### src/rtl/psc_pkg.sv
package psc_pkg;

	// Position counter width and its saturation value
	localparam int unsigned POS_W = 13;
	localparam logic [POS_W-1:0] POS_MAX = 13'd8191;

	// Only the first TEXT_SCAN_LIMIT bytes are checked for control codes
	localparam logic [POS_W-1:0] TEXT_SCAN_LIMIT = 13'd4096;

	// Cartridge logo window
	localparam logic [POS_W-1:0] LOGO_OFFSET = 13'h104;
	localparam logic [POS_W-1:0] LOGO_END    = 13'h134;
	localparam int unsigned LOGO_IDX_W = 6;

	// Signature bytes
	localparam logic [7:0] CH_P = 8'h50;
	localparam logic [7:0] CH_K = 8'h4B;
	localparam logic [7:0] CH_M = 8'h4D;
	localparam logic [7:0] CH_Z = 8'h5A;
	localparam logic [7:0] CH_SPACE = 8'h20;
	localparam logic [7:0] CH_TAB = 8'h09;
	localparam logic [7:0] CH_LF  = 8'h0A;
	localparam logic [7:0] CH_CR  = 8'h0D;

	// Classification codes
	typedef enum logic [2:0] {
		REASON_UNKNOWN = 3'd0,
		REASON_ARCHIVE = 3'd1,
		REASON_EXEC    = 3'd2,
		REASON_CART    = 3'd3,
		REASON_TEXT    = 3'd4
	} reason_t;

	// Cartridge logo ROM, 48 entries
	function automatic logic [7:0] logo_rom(input logic [LOGO_IDX_W-1:0] idx);
		logic [7:0] v;
		case (idx)
			6'd0:  v = 8'hCE; 6'd1:  v = 8'hED; 6'd2:  v = 8'h66; 6'd3:  v = 8'h66;
			6'd4:  v = 8'hCC; 6'd5:  v = 8'h0D; 6'd6:  v = 8'h00; 6'd7:  v = 8'h0B;
			6'd8:  v = 8'h03; 6'd9:  v = 8'h73; 6'd10: v = 8'h00; 6'd11: v = 8'h83;
			6'd12: v = 8'h00; 6'd13: v = 8'h0C; 6'd14: v = 8'h00; 6'd15: v = 8'h0D;
			6'd16: v = 8'h00; 6'd17: v = 8'h08; 6'd18: v = 8'h11; 6'd19: v = 8'h1F;
			6'd20: v = 8'h88; 6'd21: v = 8'h89; 6'd22: v = 8'h00; 6'd23: v = 8'h0E;
			6'd24: v = 8'hDC; 6'd25: v = 8'hCC; 6'd26: v = 8'h6E; 6'd27: v = 8'hE6;
			6'd28: v = 8'hDD; 6'd29: v = 8'hDD; 6'd30: v = 8'hD9; 6'd31: v = 8'h99;
			6'd32: v = 8'hBB; 6'd33: v = 8'hBB; 6'd34: v = 8'h67; 6'd35: v = 8'h63;
			6'd36: v = 8'h6E; 6'd37: v = 8'h0E; 6'd38: v = 8'hEC; 6'd39: v = 8'hCC;
			6'd40: v = 8'hDD; 6'd41: v = 8'hDC; 6'd42: v = 8'h99; 6'd43: v = 8'h9F;
			6'd44: v = 8'hBB; 6'd45: v = 8'hB9; 6'd46: v = 8'h33; 6'd47: v = 8'h3E;
			default: v = 8'h00;
		endcase
		return v;
	endfunction

endpackage

### src/rtl/payload_signature_classifier.sv
// Payload signature classifier. Bytes of a payload arrive one per item, in
// order; the item flagged last_byte (or an item flagged empty_payload) yields one
// reason code, checked in priority order: zip archive ("PK" plus 03 04, 05 06 or
// 07 08), executable ("MZ"), cartridge image (48-byte logo at offset 0x104, at
// least 308 bytes), text (no NUL or control byte other than tab/LF/CR in the
// first 4096 bytes), else unknown. One item is accepted every clock cycle
// unless a final item waits on a result register that is not read; the work
// per byte is a single compare against one logo ROM entry plus flag updates
// between the input register and the result register. Bytes past 8191 still
// count toward the payload but the position counter saturates there.
module payload_signature_classifier
	import psc_pkg::*;
(
	input  logic       clk,
	input  logic       arst_n,
	input  logic       item_valid,
	output logic       item_ready,
	input  logic [7:0] payload_byte,
	input  logic       last_byte,
	input  logic       empty_payload,
	output logic       result_valid,
	input  logic       result_ready,
	output logic [2:0] reason
);

	// Input stage
	logic       valid_s1;
	logic [7:0] byte_s1;
	logic       last_s1;
	logic       empty_s1;

	// Per-payload state
	logic [POS_W-1:0] byte_position_q;
	logic [31:0]      leading_bytes_q;
	logic             logo_matches_q;
	logic             text_clean_q;

	// Result register
	logic    result_valid_q;
	reason_t reason_q;

	// Combinational results of stage 1
	logic [POS_W-1:0]      pos_next;
	logic [31:0]           lead_next;
	logic                  logo_next;
	logic                  text_next;
	logic [POS_W-1:0]      logo_off;
	logic [LOGO_IDX_W-1:0] logo_idx;
	logic                  forbidden;
	logic                  produces;
	logic                  advance;
	logic                  is_archive;
	logic                  is_exec;
	reason_t               reason_c;

	// Byte update for the item in stage 1
	always_comb begin
		lead_next = leading_bytes_q;
		if (byte_position_q < POS_W'(4)) begin
			case (byte_position_q[1:0])
				2'd0:    lead_next[7:0]   = byte_s1;
				2'd1:    lead_next[15:8]  = byte_s1;
				2'd2:    lead_next[23:16] = byte_s1;
				default: lead_next[31:24] = byte_s1;
			endcase
		end

		logo_off = byte_position_q - LOGO_OFFSET;
		logo_idx = logo_off[LOGO_IDX_W-1:0];
		logo_next = logo_matches_q;
		if (byte_position_q >= LOGO_OFFSET && byte_position_q < LOGO_END &&
				byte_s1 != logo_rom(logo_idx)) begin
			logo_next = 1'b0;
		end

		forbidden = (byte_s1 < CH_SPACE) &&
			!(byte_s1 inside {CH_TAB, CH_LF, CH_CR});
		text_next = text_clean_q;
		if (byte_position_q < TEXT_SCAN_LIMIT && forbidden) begin
			text_next = 1'b0;
		end

		pos_next = (byte_position_q == POS_MAX) ? byte_position_q
			: byte_position_q + POS_W'(1);
	end

	// Classification on the final byte (length = position + 1)
	always_comb begin
		is_archive = (byte_position_q >= POS_W'(3)) &&
			lead_next[7:0] == CH_P && lead_next[15:8] == CH_K &&
			((lead_next[23:16] == 8'h03 && lead_next[31:24] == 8'h04) ||
			 (lead_next[23:16] == 8'h05 && lead_next[31:24] == 8'h06) ||
			 (lead_next[23:16] == 8'h07 && lead_next[31:24] == 8'h08));
		is_exec = (byte_position_q >= POS_W'(1)) &&
			lead_next[7:0] == CH_M && lead_next[15:8] == CH_Z;

		if (empty_s1) begin
			reason_c = REASON_TEXT;
		end else if (is_archive) begin
			reason_c = REASON_ARCHIVE;
		end else if (is_exec) begin
			reason_c = REASON_EXEC;
		end else if (byte_position_q >= LOGO_END - POS_W'(1) && logo_next) begin
			reason_c = REASON_CART;
		end else if (text_next) begin
			reason_c = REASON_TEXT;
		end else begin
			reason_c = REASON_UNKNOWN;
		end
	end

	// Handshake: stage 1 moves on unless its result is blocked
	assign produces   = empty_s1 || last_s1;
	assign advance    = valid_s1 && (!produces || !result_valid_q || result_ready);
	assign item_ready = !valid_s1 || advance;

	// Input register
	always_ff @(posedge clk or negedge arst_n) begin
		if (!arst_n) begin
			valid_s1 <= 1'b0;
		end else if (item_ready) begin
			valid_s1 <= item_valid;
		end
	end

	always_ff @(posedge clk) begin
		if (item_ready && item_valid) begin
			byte_s1  <= payload_byte;
			last_s1  <= last_byte;
			empty_s1 <= empty_payload;
		end
	end

	// Payload state; cleared at the end of every payload
	always_ff @(posedge clk or negedge arst_n) begin
		if (!arst_n) begin
			byte_position_q <= '0;
			leading_bytes_q <= '0;
			logo_matches_q  <= 1'b1;
			text_clean_q    <= 1'b1;
		end else if (advance) begin
			if (produces) begin
				byte_position_q <= '0;
				leading_bytes_q <= '0;
				logo_matches_q  <= 1'b1;
				text_clean_q    <= 1'b1;
			end else begin
				byte_position_q <= pos_next;
				leading_bytes_q <= lead_next;
				logo_matches_q  <= logo_next;
				text_clean_q    <= text_next;
			end
		end
	end

	// Result register
	always_ff @(posedge clk or negedge arst_n) begin
		if (!arst_n) begin
			result_valid_q <= 1'b0;
		end else if (advance && produces) begin
			result_valid_q <= 1'b1;
		end else if (result_ready) begin
			result_valid_q <= 1'b0;
		end
	end

	always_ff @(posedge clk) begin
		if (advance && produces) begin
			reason_q <= reason_c;
		end
	end

	assign result_valid = result_valid_q;
	assign reason       = reason_q;

endmodule

### config.mk
export PLATFORM = sky130hd
export DESIGN_NAME = payload_signature_classifier
export DESIGN_NICKNAME = d
export VERILOG_FILES = /design/src/rtl/psc_pkg.sv /design/src/rtl/payload_signature_classifier.sv
export SDC_FILE = /design/constraint.sdc
export NUM_CORES = 1
export LEC_CHECK = 0
export BUFFER_PORTS_ARGS = -buffer_cell sky130_fd_sc_hd__buf_2
export CAP_MARGIN = 20
export CORE_MARGIN = 2
export CORE_UTILIZATION = 67
export DETAILED_ROUTE_END_ITERATION = 7
export GPL_ROUTABILITY_DRIVEN = 0
export HOLD_SLACK_MARGIN = 0.06
export PLACE_DENSITY = 0.89
export SLEW_MARGIN = 20
export SYNTH_ARGS = -nofsm -noshare
export SYNTH_HDL_FRONTEND = slang
export SYNTH_SLANG_ARGS = --single-unit
### constraint.sdc
create_clock -name clk -period 7.4 [get_ports clk]
set_clock_uncertainty 0.05 [all_clocks]
set_input_delay 1.48 -clock clk [delete_from_list [all_inputs] [get_ports clk]]
set_output_delay 1.48 -clock clk [all_outputs]
set_load 0.01 [all_outputs]
==> flow_summary.json <==
{
  "diodes": 0,
  "startpoint_type": "register",
  "yosys.area_share.xor_xnor": 0.0442,
  "finalInstanceArea_mm2": 0.00447,
  "h-tree-depth": 3,
  "period_share": 0.638,
  "antenna_found_initial": 0,
  "worstPathArrival_ns": 4.86,
  "io_pins": 19,
  "fin_ws_ns": 2.68,
  "grt-ovfl-total": 0,
  "port_buffers": 18,
  "firstDrtPassIters": 5,
  "clk_latency_ns": 0.37,
  "ys_seq_area_frac": 0.384,
  "setup_viol": 0,
  "muxShareOfSynthArea": 0.0338,
  "final_common_cell": "dfrtp_1",
  "top_layer": "met4",
  "finalMaxSlewViolations": 0,
  "max_freq_ghz": 0.212,
  "syn-num-nets": 476,
  "multiInputGateArea_mm2": 0.00243,
  "drt-met1-wl_um": 4450,
  "mappedNetlistArea_mm2": 0.00422,
  "reg2reg_depth": 9,
  "ff2ff_setup_slack_ns": 2.68,
  "fp.dieH_um": 83.4,
  "async_flop_share": 0.790,
  "synthCells": 443,
  "start_util": 0.705,
  "finalSetupTns_ns": 0,
  "clock_path_buffers": 2,
  "fillers": 402,
  "num_rows": 28,
  "tritoncts": "built",
  "synthFlopType": "dfrtp_1",
  "path_clk_slew_ns": 0.09,
  "yosys.area.top_type": "dfrtp_1",
  "fin_nets": 482,
  "grt.total_usage": 0.302,
  "drc": 0,
  "mostFrequentLayoutCells": "47 x dfrtp_1, 42 x nor2_1, 32 x a22o_1, 24 x nand2_1, 20 x nand3_1",
  "wirelength_um": 10300,
  "cp_max_fo": 33,
  "seqCellArea_mm2": 0.00162,
  "tightest_slew_ns": 1.05,
  "wl_met2_um": 4730,
  "grt_max_degree": 50,
  "synthAdderAreaFrac": 0.0563,
  "min_path_cells": 1,
  "synth_edf_count": 13,
  "cap_viol_max_count": 0,
  "dieWidth_um": 83.4,
  "post_dp_cell_area_mm2": 0.00428,
  "hold_viol": 0,
  "criticalPathCategory": "reg -> reg",
  "ys_warn_count": 0,
  "dieArea_mm2": 0.00695,
  "power_leakage_nw": 1.89,
  "status": "complete, no violations",
  "synth_compound_area_frac": 0.217,
  "hpwl_um": 7300,
  "peakVddDrop_mv": 0.163,
  "period_minus_slack_ns": 4.72,
  "synth.avg_cell_area_um2": 9.53,
  "fp.coreArea_mm2": 0.00599,
  "hold_path.class": "reg -> reg",
  "drt-vias-per-instance": 6.91,
  "total_power_mw": 0.823,
  "drive_gt1_frac": 0.119,
  "drtIter0Drc": 490,
  "crit_required_ns": 7.53,
  "grt_setup_unrepaired": "no",
  "synth_top_area_frac": 0.279,
  "synthDistinctLibCells": 70,
  "ys_top_cells_by_area": "dfrtp_1 28%, edfxtp_1 9.2%, a22o_1 6.6%",
  "cts_root_buf": "clkbuf_8",
  "max_slew_margin": 0.297,
  "num_vias": 3656,
  "ys_seq_elements": 62,
  "grt_pass1_wl_um": 16800,
  "powerDensity_mw_per_mm2": 184,
  "cts_resized": 0,
  "holdBufCountCts": 0,
  "cts_num_sinks": 62,
  "cts_buffers": 9,
  "area_growth_pct": 5.93,
  "dr_wl_met3_um": 923,
  "hold_ws_ns": 0.447,
  "grt_pass1_vias": 3356,
  "ant_nets": 0,
  "dp_slack_ns": 2.85,
  "synth_top_family_by_area": "simple AND/OR/NAND/NOR gates",
  "end_kind": "register",
  "post_drt_wl_per_cell_um": 19.5,
  "synth-simple-area-share": 0.225,
  "post_cts_buffers": 0
}
[registers in the layout (all words and copies together) (netlist names)]
name,count
reason,3
valid_s1,1
logo_matches_q,1
byte_position_q,13
byte_s1,8
text_clean_q,1
last_s1,1
result_valid,1
empty_s1,1
leading_bytes_q,32
[worst max-delay path, cell delays in order (launching register included)]
cell and delay [ns]:
dfrtp_1 1.04, inv_1 0.40, ha_1 0.91, inv_1 0.37, or4_1 0.61, a41oi_2 0.20, xor2_1 0.15, nand2_1 0.11
o41a_1 0.45, a211oi_1 0.25
[kinds of logic after synthesis]
family          count (synthesis)
fa+ha+maj                      19
simple gates                  172
flops                          62
compound gates                123
mux                            14
buf+inv                        36
xor+xnor                       17
[path summary, 6_finish.rpt]
path	from	end
min in group asynchronous	arst_n	leading_bytes_q[28]
hold / removal	leading_bytes_q[10]	leading_bytes_q[10]
hold reg to reg	leading_bytes_q[10]	leading_bytes_q[10]
setup / recovery	byte_position_q[2]	reason[1]
max in group asynchronous	arst_n	byte_position_q[3]
setup reg to reg	byte_position_q[2]	reason[1]
[power by group]
part / total, mW / switching (mW) / internal [mW]
combinational: 0.142 / 0.0898 / 0.0518
clock: 0.287 / 0.159 / 0.128
sequential: 0.395 / 0.0275 / 0.367
[per-stage QoR]
stage,cells,utilization
after detailed placement,513,0.715
after CTS,529,0.746
final,529,0.746
after floorplan,443,-
after global placement,513,0.715
after global routing,529,0.746
[cell usage after synthesis, types with 5 or more instances]
master,count
xnor2_1,7
nand2_1,24
a21oi_1,19
and3_1,5
buf_2,5
a22o_1,32
ha_1,19
nand2b_1,12
edfxtp_1,13
nor3_1,8
xor2_1,8
nor2_1,42
clkbuf_1,12
nor2b_1,9
or4_1,5
nand4_1,12
or3_1,7
o21ai_1,6
o21ai_0,13
a31oi_1,7
nand3_1,20
o22ai_1,6
and2_1,6
o41ai_1,5
mux2i_1,12
a211oi_1,5
inv_1,13
nor4_1,5
dfrtp_1,47
[final cells by class]
| type | instances | area share |
|---|---|---|
| Multi-Input combinational cell | 345 | 0.544 |
| Sequential cell | 62 | 0.362 |
| Clock buffer | 9 | 0.0277 |
| Tap cell | 75 | 0.0210 |
| Timing Repair Buffer | 18 | 0.0207 |
| Clock inverter | 7 | 0.0140 |
| Inverter | 13 | 0.0109 |
[metal layers]
| metal | track usage | up-vias |
|---|---|---|
| met5 | 0 | - |
| met4 | 0.101 | 0 |
| met3 | 0.0586 | 36 |
| met2 | 0.460 | 200 |
| met1 | 0.434 | 1727 |
| li1 | - | 1693 |
No activity file was read; power rests on OpenSTA's default activity.
